File: config.mk
export PLATFORM = sky130hd
export DESIGN_NAME = positional_ordered_list_top
export DESIGN_NICKNAME = d
export VERILOG_FILES = /design/src/hdl/pol_pkg.sv /design/src/hdl/pol_cell.sv /design/src/hdl/positional_ordered_list_top.sv
export SDC_FILE = /design/constraint.sdc
export NUM_CORES = 1
export LEC_CHECK = 0
export ABC_AREA = 1
export BUFFER_PORTS_ARGS = -buffer_cell sky130_fd_sc_hd__buf_4
export CAP_MARGIN = 15
export CORE_MARGIN = 2
export CORE_UTILIZATION = 30
export DETAILED_ROUTE_END_ITERATION = 8
export HOLD_SLACK_MARGIN = 0.06
export PLACE_DENSITY_LB_ADDON = 0.2
export SLEW_MARGIN = 25
export SYNTH_ARGS = -nofsm -noshare
export SYNTH_HDL_FRONTEND = slang
export SYNTH_SLANG_ARGS = --single-unit
File: constraint.sdc
create_clock -name aclk -period 6.7 [get_ports aclk]
set_clock_uncertainty 0.2 [all_clocks]
set_input_delay 1.34 -clock aclk [delete_from_list [all_inputs] [get_ports aclk]]
set_output_delay 1.34 -clock aclk [all_outputs]
set_load 0.01 [all_outputs]
File: src/hdl/pol_pkg.sv
// pol_pkg: shared types and constants for the positional ordered list
// command and status codes, cell operations and the cell control bundle
// no dependencies
package pol_pkg;

    localparam int VAL_W        = 32;
    localparam int CAP_MAX      = 64;
    localparam int CAPACITY_DEF = 16;
    localparam int IDX_W        = $clog2(CAP_MAX);

    typedef enum logic [2:0] {
        CMD_INS_FRONT = 3'd0,
        CMD_INS_BACK  = 3'd1,
        CMD_INS_AT    = 3'd2,
        CMD_DEL_FRONT = 3'd3,
        CMD_DEL_BACK  = 3'd4,
        CMD_DEL_AT    = 3'd5,
        CMD_RD_FWD    = 3'd6,
        CMD_RD_BWD    = 3'd7
    } cmd_t;

    typedef enum logic [1:0] {
        STAT_OK      = 2'd0,
        STAT_EMPTY   = 2'd1,
        STAT_INVALID = 2'd2,
        STAT_FULL    = 2'd3
    } status_t;

    typedef enum logic [2:0] {
        CELL_HOLD   = 3'd0,
        CELL_INSERT = 3'd1,
        CELL_DELETE = 3'd2,
        CELL_ROT_L  = 3'd3,
        CELL_ROT_R  = 3'd4
    } cell_op_t;

    typedef struct packed {
        cell_op_t           op;
        logic [IDX_W-1:0]   idx;
    } cell_ctrl_t;

endpackage

File: src/hdl/pol_cell.sv
// pol_cell: one storage cell of the list chain
// holds one value and takes the inserted value or its neighbor's value on insert, delete or rotate
// depends on pol_pkg
module pol_cell
    import pol_pkg::*;
#(
    parameter int IDX = 0
) (
    input  logic             aclk,
    input  cell_ctrl_t       ctrl,
    input  logic [VAL_W-1:0] ins_value,
    input  logic [VAL_W-1:0] left_q,
    input  logic [VAL_W-1:0] right_q,
    output logic [VAL_W-1:0] q,
    output logic [VAL_W-1:0] tap
);

    localparam logic [IDX_W-1:0] MY_IDX = IDX_W'(IDX);

    logic [VAL_W-1:0] value_reg;
    logic [VAL_W-1:0] value_next;

    always_comb begin
        value_next = value_reg;
        unique case (ctrl.op)
            CELL_INSERT: begin
                if (MY_IDX == ctrl.idx) begin
                    value_next = ins_value;
                end else if (MY_IDX > ctrl.idx) begin
                    value_next = left_q;
                end
            end
            CELL_DELETE: begin
                if (MY_IDX >= ctrl.idx) begin
                    value_next = right_q;
                end
            end
            CELL_ROT_L: value_next = right_q;
            CELL_ROT_R: value_next = left_q;
            default:    value_next = value_reg;
        endcase
    end

    always_ff @(posedge aclk) begin
        value_reg <= value_next;
    end

    // value leaving the list on a delete at this cell
    assign tap = (ctrl.op == CELL_DELETE && MY_IDX == ctrl.idx) ? value_reg : '0;
    assign q   = value_reg;

endmodule

File: src/hdl/positional_ordered_list_top.sv
// positional_ordered_list_top: bounded ordered list of signed values in a ring of cells
// edits shift the cells together, reads rotate the ring one step per cycle while no step stalls
// depends on pol_pkg and pol_cell
//
//  channel | direction | handshake          | payload
//  --------+-----------+--------------------+--------------------------------------
//  s_      | in        | s_valid / s_ready  | s_cmd, s_value, s_position
//  m_      | out       | m_valid / m_ready  | m_item_value, m_status, m_last
//
//  an edit (insert or delete) or a read of an empty list loads its result at its transfer
//  a read of a non-empty list holds s_ready low while the ring takes CAPACITY steps,
//  one ring step per cycle while no step stalls, so the ring turns once;
//  count results come out on the way and a step stalls while its result waits for m_ready
//  s_ready is high only while no read is in progress and the output register is free
//  or being emptied in the same cycle
//  aresetn (synchronous, active low) empties the list; stored values are not cleared
module positional_ordered_list_top
    import pol_pkg::*;
#(
    parameter int CAPACITY = CAPACITY_DEF
) (
    input  logic                    aclk,
    input  logic                    aresetn,
    input  logic                    s_valid,
    output logic                    s_ready,
    input  logic [2:0]              s_cmd,
    input  logic signed [VAL_W-1:0] s_value,
    input  logic [7:0]              s_position,
    output logic                    m_valid,
    input  logic                    m_ready,
    output logic signed [VAL_W-1:0] m_item_value,
    output logic [1:0]              m_status,
    output logic                    m_last
);

    localparam int CNT_W  = $clog2(CAPACITY + 1);
    localparam int STEP_W = $clog2(CAPACITY);
    localparam logic [CNT_W-1:0]  CNT_FULL  = CNT_W'(CAPACITY);
    localparam logic [STEP_W-1:0] STEP_LAST = STEP_W'(CAPACITY - 1);

    typedef enum logic [1:0] {
        ST_IDLE = 2'b01,
        ST_READ = 2'b10
    } state_t;

    // control state
    state_t             state_reg, state_next;
    logic [CNT_W-1:0]   count_reg, count_next;
    logic [STEP_W-1:0]  step_reg, step_next;
    logic               fwd_reg, fwd_next;
    logic               m_valid_reg, m_valid_next;

    // output payload
    logic [VAL_W-1:0]   m_value_reg;
    status_t            m_status_reg;
    logic               m_last_reg;

    // output load request
    logic               ld;
    logic [VAL_W-1:0]   ld_value;
    status_t            ld_status;
    logic               ld_last;

    // cell ring
    cell_ctrl_t         ctrl;
    logic [VAL_W-1:0]   cell_q   [CAPACITY];
    logic [VAL_W-1:0]   cell_tap [CAPACITY];
    logic [VAL_W-1:0]   pick;

    logic               out_free;
    logic               accept;
    logic [8:0]         pos_ext;
    logic [8:0]         cnt_ext;
    logic               is_full;
    logic               is_empty;
    logic               emit_win;
    logic               emit_last;
    logic               advance;
    logic [CNT_W-1:0]   step_ext;

    // ---------------------------------------------------------------------
    // ring of cells: each cell sees its two neighbors, ends wrap around
    // ---------------------------------------------------------------------
    for (genvar g = 0; g < CAPACITY; g++) begin : g_cell
        pol_cell #(
            .IDX (g)
        ) u_cell (
            .aclk      (aclk),
            .ctrl      (ctrl),
            .ins_value (s_value),
            .left_q    (cell_q[(g + CAPACITY - 1) % CAPACITY]),
            .right_q   (cell_q[(g + 1) % CAPACITY]),
            .q         (cell_q[g]),
            .tap       (cell_tap[g])
        );
    end

    // only the cell being deleted drives a nonzero tap
    always_comb begin
        pick = '0;
        for (int i = 0; i < CAPACITY; i++) begin
            pick = pick | cell_tap[i];
        end
    end

    // ---------------------------------------------------------------------
    // handshake and command decode
    // ---------------------------------------------------------------------
    assign out_free = !m_valid_reg || m_ready;
    assign s_ready  = (state_reg == ST_IDLE) && out_free;
    assign accept   = s_valid && s_ready;

    assign pos_ext  = {1'b0, s_position};
    assign cnt_ext  = 9'(count_reg);
    assign is_full  = (count_reg == CNT_FULL);
    assign is_empty = (count_reg == '0);

    // read window: forward emits while cell 0 holds a list entry, backward
    // emits once the tail has been rotated into the last cell
    assign step_ext  = CNT_W'(step_reg);
    assign emit_win  = fwd_reg ? (step_ext < count_reg)
                               : (step_ext >= (CNT_FULL - count_reg));
    assign emit_last = fwd_reg ? (step_ext == (count_reg - CNT_W'(1)))
                               : (step_reg == STEP_LAST);
    assign advance   = !emit_win || out_free;

    always_comb begin
        state_next = state_reg;
        count_next = count_reg;
        step_next  = step_reg;
        fwd_next   = fwd_reg;
        ctrl.op    = CELL_HOLD;
        ctrl.idx   = '0;
        ld         = 1'b0;
        ld_value   = s_value;
        ld_status  = STAT_OK;
        ld_last    = 1'b1;

        unique case (state_reg)
            ST_IDLE: begin
                if (accept) begin
                    ld = 1'b1;
                    unique case (cmd_t'(s_cmd))
                        CMD_INS_FRONT, CMD_INS_BACK, CMD_INS_AT: begin
                            // offered value is echoed whatever the outcome
                            ld_value = s_value;
                            if (is_full) begin
                                ld_status = STAT_FULL;
                            end else if (cmd_t'(s_cmd) == CMD_INS_AT &&
                                         (pos_ext == 9'd0 || pos_ext > cnt_ext + 9'd1)) begin
                                ld_status = STAT_INVALID;
                            end else begin
                                ctrl.op    = CELL_INSERT;
                                count_next = count_reg + CNT_W'(1);
                                priority case (cmd_t'(s_cmd))
                                    CMD_INS_FRONT: ctrl.idx = '0;
                                    CMD_INS_BACK:  ctrl.idx = IDX_W'(count_reg);
                                    default:       ctrl.idx = IDX_W'(s_position - 8'd1);
                                endcase
                            end
                        end
                        CMD_DEL_FRONT, CMD_DEL_BACK, CMD_DEL_AT: begin
                            ld_value = '0;
                            if (is_empty) begin
                                ld_status = STAT_EMPTY;
                            end else if (cmd_t'(s_cmd) == CMD_DEL_AT &&
                                         (pos_ext == 9'd0 || pos_ext > cnt_ext)) begin
                                ld_status = STAT_INVALID;
                            end else begin
                                ctrl.op    = CELL_DELETE;
                                count_next = count_reg - CNT_W'(1);
                                ld_value   = pick;
                                priority case (cmd_t'(s_cmd))
                                    CMD_DEL_FRONT: ctrl.idx = '0;
                                    CMD_DEL_BACK:  ctrl.idx = IDX_W'(count_reg - CNT_W'(1));
                                    default:       ctrl.idx = IDX_W'(s_position - 8'd1);
                                endcase
                            end
                        end
                        CMD_RD_FWD, CMD_RD_BWD: begin
                            ld_value = '0;
                            if (is_empty) begin
                                ld_status = STAT_EMPTY;
                            end else begin
                                // results come from the rotation steps instead
                                ld         = 1'b0;
                                state_next = ST_READ;
                                step_next  = '0;
                                fwd_next   = (cmd_t'(s_cmd) == CMD_RD_FWD);
                            end
                        end
                    endcase
                end
            end
            ST_READ: begin
                if (advance) begin
                    ctrl.op   = fwd_reg ? CELL_ROT_L : CELL_ROT_R;
                    ld        = emit_win;
                    ld_value  = fwd_reg ? cell_q[0] : cell_q[CAPACITY-1];
                    ld_status = STAT_OK;
                    ld_last   = emit_last;
                    // a full turn of the ring leaves the list where it was
                    if (step_reg == STEP_LAST) begin
                        state_next = ST_IDLE;
                        step_next  = '0;
                    end else begin
                        step_next = step_reg + STEP_W'(1);
                    end
                end
            end
            default: begin
                state_next = ST_IDLE;
            end
        endcase
    end

    assign m_valid_next = ld ? 1'b1 : (m_ready ? 1'b0 : m_valid_reg);

    // ---------------------------------------------------------------------
    // registers
    // ---------------------------------------------------------------------
    always_ff @(posedge aclk) begin
        if (!aresetn) begin
            state_reg   <= ST_IDLE;
            count_reg   <= '0;
            step_reg    <= '0;
            fwd_reg     <= 1'b1;
            m_valid_reg <= 1'b0;
        end else begin
            state_reg   <= state_next;
            count_reg   <= count_next;
            step_reg    <= step_next;
            fwd_reg     <= fwd_next;
            m_valid_reg <= m_valid_next;
        end
    end

    always_ff @(posedge aclk) begin
        if (ld) begin
            m_value_reg  <= ld_value;
            m_status_reg <= ld_status;
            m_last_reg   <= ld_last;
        end
    end

    assign m_valid      = m_valid_reg;
    assign m_item_value = m_value_reg;
    assign m_status     = m_status_reg;
    assign m_last       = m_last_reg;

endmodule

==> results of run 1 <==
-- final cells by class --
cell class | instances | area share
multi-input cells | 2900 | 0.405
flip-flops and latches | 560 | 0.395
inverters | 618 | 0.0550
well taps | 1650 | 0.0489
repair buffers | 217 | 0.0474
clock buffers | 88 | 0.0438
clock inverters | 32 | 0.00477
diodes | 2 | 0.000118
-- path summary, 6_finish.rpt --
check             slack, ns          from  cells after the start                to
hold / removal         0.32  state_reg[1]                      2      state_reg[1]
hold reg to reg        0.32  state_reg[1]                      2      state_reg[1]
setup / recovery       0.97  count_reg[0]                     20  m_item_value[10]
setup reg to reg       0.97  count_reg[0]                     20  m_item_value[10]
-- Yosys cell counts, drive strengths merged --
master / count / area share
clkbuf: 255 / 0.025
a311oi: 1 / 0.00023
clkinv: 3 / 0.00033
xor2: 13 / 0.0032
inv: 615 / 0.061
nor4: 1 / 0.00017
o221ai: 544 / 0.13
xnor2: 3 / 0.00069
o211ai: 2 / 0.00040
dfxtp: 13 / 0.0069
a21oi: 604 / 0.080
nor3: 7 / 0.00092
edfxtp: 547 / 0.43
ha: 26 / 0.0086
o22ai: 8 / 0.0013
o21a: 1 / 0.00020
nand4: 428 / 0.071
o2111ai: 1 / 0.00023
a211oi: 3 / 0.00059
a31oi: 1 / 0.00017
nor2: 213 / 0.023
nor3b: 1 / 0.00020
o21bai: 1 / 0.00020
buf: 244 / 0.032
nand3: 91 / 0.012
o21ai: 540 / 0.071
nand2: 411 / 0.041
-- cells by family after synthesis --
logic type      synth area share
fa+ha+maj                0.00858
compound gates             0.280
flops                      0.440
simple gates               0.149
xor+xnor                 0.00389
buf+inv                    0.119
-- cells in the final DEF, fill, tap and decap left out, types with 17 or more instances in the layout --
master,count
a21oi_1,594
nand2_1,392
nor2_1,191
o221ai_1,544
nand3_1,87
nand4_1,428
o21ai_1,17
inv_1,602
ha_1,25
clkbuf_16,71
o21ai_0,519
edfxtp_1,547
buf_4,187
clkinv_1,17
buf_12,26
-- power by group --
group	internal (mW)	switching (mW)
combinational	1.24	3.06
sequential	4.87	0.336
clock	2.02	1.64
total	8.13	5.03
-- worst max-delay path, delay by kind of cell (launching register included) --
family | cells | cell delay [ns]
fa+ha+maj | 2 | 0.63
simple gates | 12 | 2.52
flops | 1 | 0.49
compound gates | 3 | 0.75
buf+inv | 2 | 0.46
xor+xnor | 1 | 0.38
-- metrics by stage --
step / worst slack (ns) / area (um^2) / hold WS [ns] / total power [mW] / cells
after detailed placement: 0.878 / 40100 / 0.305 / 9.46 / 5943
after CTS: 0.882 / 42200 / 0.312 / 13.1 / 6063
final: 0.966 / 42300 / 0.317 / 13.2 / 6067
after floorplan: 0.0377 / 37900 / 0.266 / 7.79 / 4577
after global placement: 0.893 / 40100 / 0.294 / 9.41 / 5941
after global routing: 0.777 / 42300 / 0.360 / 13.7 / 6066
-- layer usage --
layer	vias to the layer above	share of wire	global-route usage	wire, um
met5	-	0.00023	0	40
met4	6	0.042	0.107	7380
met3	402	0.096	0.0410	17000
met2	2195	0.45	0.412	79100
met1	18400	0.41	0.358	73000
li1	16700	-	-	-
==> results.sh, run 1 <==
export IMPL_status="finished clean"
export IMPL_gpl_final_weighted_congestion=0.879
export IMPL_initial_core_util=0.302
export IMPL_drc=0
export IMPL_wl_um=177000
export IMPL_start_kind="register"
export IMPL_finalMaxSlewViolations=0
export IMPL_cts_made_buffers=70
export IMPL_cts_resized=0
export IMPL_nFillCells=13000
export IMPL_ir_drop_v=0.000174
export IMPL_hold_buffers=0
export IMPL_end_kind="register"
export IMPL_synthToLayoutAreaGrowth_pct=11.4
export IMPL_grt_max_degree=214
export IMPL_grt_pass1_vias=34600
export IMPL_die_w_um=360
export IMPL_power_density_nw_per_um2=312
export IMPL_avgSynthCellArea_um2=8.29
export IMPL_firstDrtPassIters=6
export IMPL_tritoncts="yes"
export IMPL_place_hpwl_um=99700
export IMPL_rsz0062_at_grt="false"
export IMPL_critPathMaxStageDelay_ns=0.78
export IMPL_via_count=37700
export IMPL_drt_iter0_markers=5064
export IMPL_critical_path_cell_chain="inv_1 > ha_1 > xor2_1 > ha_1 > a21oi_1 > o21a_1 > nand4_1 > nand3_1 > nand3_1 > nand2_1 > nand3_4 > nor2_8 > inv_2 > nor2_1 > nand2_1 > nand3_1 > nor2_1 > nand3_1 > nand2_1 > a21oi_1"
export IMPL_setup_tns_ns=0
export IMPL_p_leak_nw=16.0
export IMPL_tritoncts_num_sinks=560
export IMPL_synth_warnings=0
export IMPL_cp_slowest_cell="nor2_1"
export IMPL_num_rows=130
export IMPL_layout_min_cycle_time_ns=5.73
export IMPL_antenna_found_initial=9
export IMPL_synth_seq_area_share=0.440
export IMPL_yosys_cell_types_count=40
export IMPL_dieArea_um2=129000
export IMPL_cts_setup_buffers=0
export IMPL_largest_register_ffs=512
export IMPL_worstSetupPathType="register to register"
export IMPL_period_share=0.856
export IMPL_die_h_um=360
export IMPL_multi_input_area_um2=17100
export IMPL_max_slew_margin_rel=0.233
export IMPL_clock_fmax_mhz=174
export IMPL_worstMarginPinSlew_ns=1.15
export IMPL_required_ns=6.86
export IMPL_critPathMaxFanout=17
export IMPL_syn_inst=4577
export IMPL_nNetsFinal=4440
export IMPL_cts_root_buf="clkbuf_16"
export IMPL_regArea_um2=16700
export IMPL_port_buffers=83
export IMPL_synth_seq_cells=560
export IMPL_wl_per_cell_um=29.1
export IMPL_clock_path_buffers=3
export IMPL_num_io_pins=84
export IMPL_utilization=0.336
export IMPL_syn_cell_area_um2=37900
export IMPL_setup_viol=0
export IMPL_holdCritPathClass="register to register"
export IMPL_grt_pass1_wl_um=252000
export IMPL_maxCapViolCount=0
export IMPL_gr_total_overflow=0
export IMPL_synth_fp_nets=4650
export IMPL_cts_htree_levels=3
export IMPL_track_usage=0.262
export IMPL_core_area_um2=126000
export IMPL_clkSlewWorstSetupHoldPaths_ns=0.06
export IMPL_vias_per_cell=6.22
export IMPL_ant_nets=0
export IMPL_critical_path_arrival_ns=5.89
export IMPL_clk_insertion_delay_late_ns=0.64
export IMPL_drive_gt1_frac=0.0865
export IMPL_finalHoldViolCount=0
export IMPL_cp_common_cell="nand3_1"
(Power assumes the default switching activity.)
==> run 2, diff against run 1 <==
- ABC_AREA: 1 -> unset
- BUFFER_PORTS_ARGS: -buffer_cell sky130_fd_sc_hd__buf_4 -> unset
- CTS_CLUSTER_SIZE: unset -> 16
- DONT_BUFFER_PORTS: unset -> 1
==> results.sh, run 2 <==
export IMPL_status="finished clean"
export IMPL_antenna_cells=0
export IMPL_grt_pass1_wl_um=215000
export IMPL_worstMarginPinSlew_ns=1.25
export IMPL_clock_fmax_mhz=164
export IMPL_setup_tns_ns=0
export IMPL_synth_area_leader_cell="edfxtp_1"
export IMPL_final_common_cell="nand2_1"
export IMPL_finalMaxSlewViolations=0
export IMPL_mostFrequentLayoutCells="nand2_1 (616), edfxtp_1 (547), o21ai_0 (451)"
export IMPL_whs_path_depth=2
export IMPL_maxCapViolCount=0
export IMPL_cts_setup_buffers=0
export IMPL_yosys_cell_types_count=91
export IMPL_num_io_pins=84
export IMPL_tritoncts_num_sinks=560
export IMPL_firstDrtPassIters=7
export IMPL_synthToLayoutAreaGrowth_pct=12.8
export IMPL_syn_inst=3523
export IMPL_drt_iter0_markers=4305
export IMPL_synth_warnings=0
export IMPL_vias_per_cell=5.99
export IMPL_clkPwrFrac=0.285
export IMPL_ir_drop_v=0.000180
export IMPL_nNetsFinal=3489
export IMPL_max_slew_margin_rel=0.167
export IMPL_p_leak_nw=12.2
export IMPL_synth_area_leaders="edfxtp_1 (48%), mux2i_1 (9.6%), nand2_1 (6.9%)"
export IMPL_grt_max_degree=261
export IMPL_synth_edf_count=547
export IMPL_gpl_final_weighted_congestion=0.881
export IMPL_holdCritPathClass="register to register"
export IMPL_initial_core_util=0.303
export IMPL_synth_fp_nets=3596
export IMPL_yosysMostFrequentCell="nand2_1"
export IMPL_die_w_um=341
export IMPL_syn_cell_area_um2=34100
export IMPL_largest_register_ffs=512
export IMPL_port_buffers=0
export IMPL_critical_path_arrival_ns=6.30
export IMPL_cts_htree_levels=3
export IMPL_swShare=0.370
export IMPL_gr_total_overflow=0
export IMPL_cts_resized=0
export IMPL_start_kind="register"
export IMPL_rr_worst_depth=16
export IMPL_async_reset_ff_frac=0
export IMPL_drc=0
export IMPL_required_ns=6.91
export IMPL_power_density_nw_per_um2=343
export IMPL_synth_flop_cell="edfxtp_1"
export IMPL_hold_buffers=0
export IMPL_track_usage=0.256
export IMPL_clock_path_buffers=3
export IMPL_worstSetupPathType="register to register"
export IMPL_antenna_found_initial=3
export IMPL_synth_seq_area_share=0.490
export IMPL_clk_insertion_delay_late_ns=0.65
export IMPL_p_int_mw=8.31
export IMPL_num_rows=123
export IMPL_tritoncts="yes"
export IMPL_setup_viol=0
export IMPL_critPathMaxFanout=25
export IMPL_core_area_um2=113000
export IMPL_wl_per_cell_um=30.8
export IMPL_layout_min_cycle_time_ns=6.09
export IMPL_utilization=0.341
export IMPL_drive_gt1_frac=0.0974
export IMPL_pwr_share_seq=0.441
export IMPL_dieArea_um2=116000
export IMPL_place_hpwl_um=93600
export IMPL_synthTopCellsByCount="nand2_1 (622), edfxtp_1 (547), o21ai_0 (451)"
export IMPL_period_share=0.909
export IMPL_die_h_um=341
export IMPL_finalHoldViolCount=0
export IMPL_combPwrFrac=0.274
export IMPL_fin_hold_ws_ns=0.316
export IMPL_avgSynthCellArea_um2=9.67
export IMPL_ant_nets=0
export IMPL_clkSlewWorstSetupHoldPaths_ns=0.06
export IMPL_synth_seq_cells=560
export IMPL_via_count=29800
export IMPL_synth_top_area_share=0.482
export IMPL_cts_made_buffers=70
export IMPL_wl_um=153000
export IMPL_power_switching_mw=4.87
export IMPL_end_kind="register"
export IMPL_grt_pass1_vias=27800
export IMPL_nFillCells=11500
export IMPL_cts_root_buf="clkbuf_16"
export IMPL_rsz0062_at_grt="false"
==> run 2: cell count changes in the layout (fill, tap and decap cells not counted), sizes merged, moves of 64 or more <==
cell    change
a21oi     -353
a22oi      +83
inv       -587
a221o      +64
buf        -83
nand2     +212
mux2i     +327
nand4     -415
o221ai    -541
==> run 2: power by group through the flow <==
stage | logic, mW | clock network [mW] | registers [mW]
6_report | 3.61 | 3.76 | 5.81
4_1_cts | 3.53 | 3.81 | 5.81
3_5_place_dp | 3.53 | 0 | 5.87
2_1_floorplan | 2.13 | 0 | 5.55
5_1_grt | 3.83 | 3.94 | 5.90
3_3_place_gp | 3.50 | 0 | 5.87
==> run 2: layer usage <==
layer	GRT usage	up-vias	part of all wire
li1	-	13100	-
met1	0.352	14700	0.42
met2	0.391	1642	0.44
met3	0.0593	319	0.10
met4	0.0938	2	0.039
met5	0	-	0.000085
==> run 2: final cells by class <==
class | instances | area [um^2] | area share
clock buffer | 87 | 1870 | 0.0486
timing repair buffer | 134 | 1260 | 0.0329
multi-input combinational | 2627 | 16300 | 0.425
sequential | 560 | 16700 | 0.434
inverter | 23 | 86.3 | 0.00225
tap | 1500 | 1880 | 0.0488
clock inverter | 39 | 314 | 0.00817
==> run 2: logic make-up (layout without fill, tap and decap cells) <==
group           after synthesis  in the layout  synth area share
compound gates             1204           1204             0.227
xor+xnor                     13             13           0.00334
fa+ha+maj                    26             26           0.00954
buf+inv                     336            283            0.0432
flops                       560            560             0.490
mux                         327            327            0.0960
simple gates               1057           1057             0.131
==> run 2: path summary, 6_finish.rpt <==
check,startpoint,end,slack [ns]
max,count_reg[0],m_item_value[21],0.61
min,step_reg[0],step_reg[0],0.32
max reg2reg,count_reg[0],m_item_value[21],0.61
min reg2reg,step_reg[0],step_reg[0],0.32
==> run 2: through the flow <==
stage | std cells | area [um^2] | power (mW) | setup slack [ns]
after floorplan | 3523 | 34100 | 7.68 | 0.522
after global placement | 4843 | 36200 | 9.37 | 0.808
after detailed placement | 4843 | 36200 | 9.39 | 0.756
after CTS | 4969 | 38400 | 13.1 | 0.726
after global routing | 4970 | 38400 | 13.7 | 0.419
final | 4970 | 38400 | 13.2 | 0.608
==> run 2: critical path, cell delays in order (launching register included) <==
cell	delay, ns
dfxtp_1	0.58
inv_1	0.20
ha_1	0.30
and3_1	0.27
ha_1	0.23
a211o_1	0.29
a31oi_1	0.67
o21ai_2	0.20
o32ai_4	0.23
buf_4	0.61
o21ai_2	0.38
nor2_4	0.70
buf_4	0.36
a22oi_1	0.12
nand3_1	0.11
a21oi_1	0.05
a22oi_1	0.33
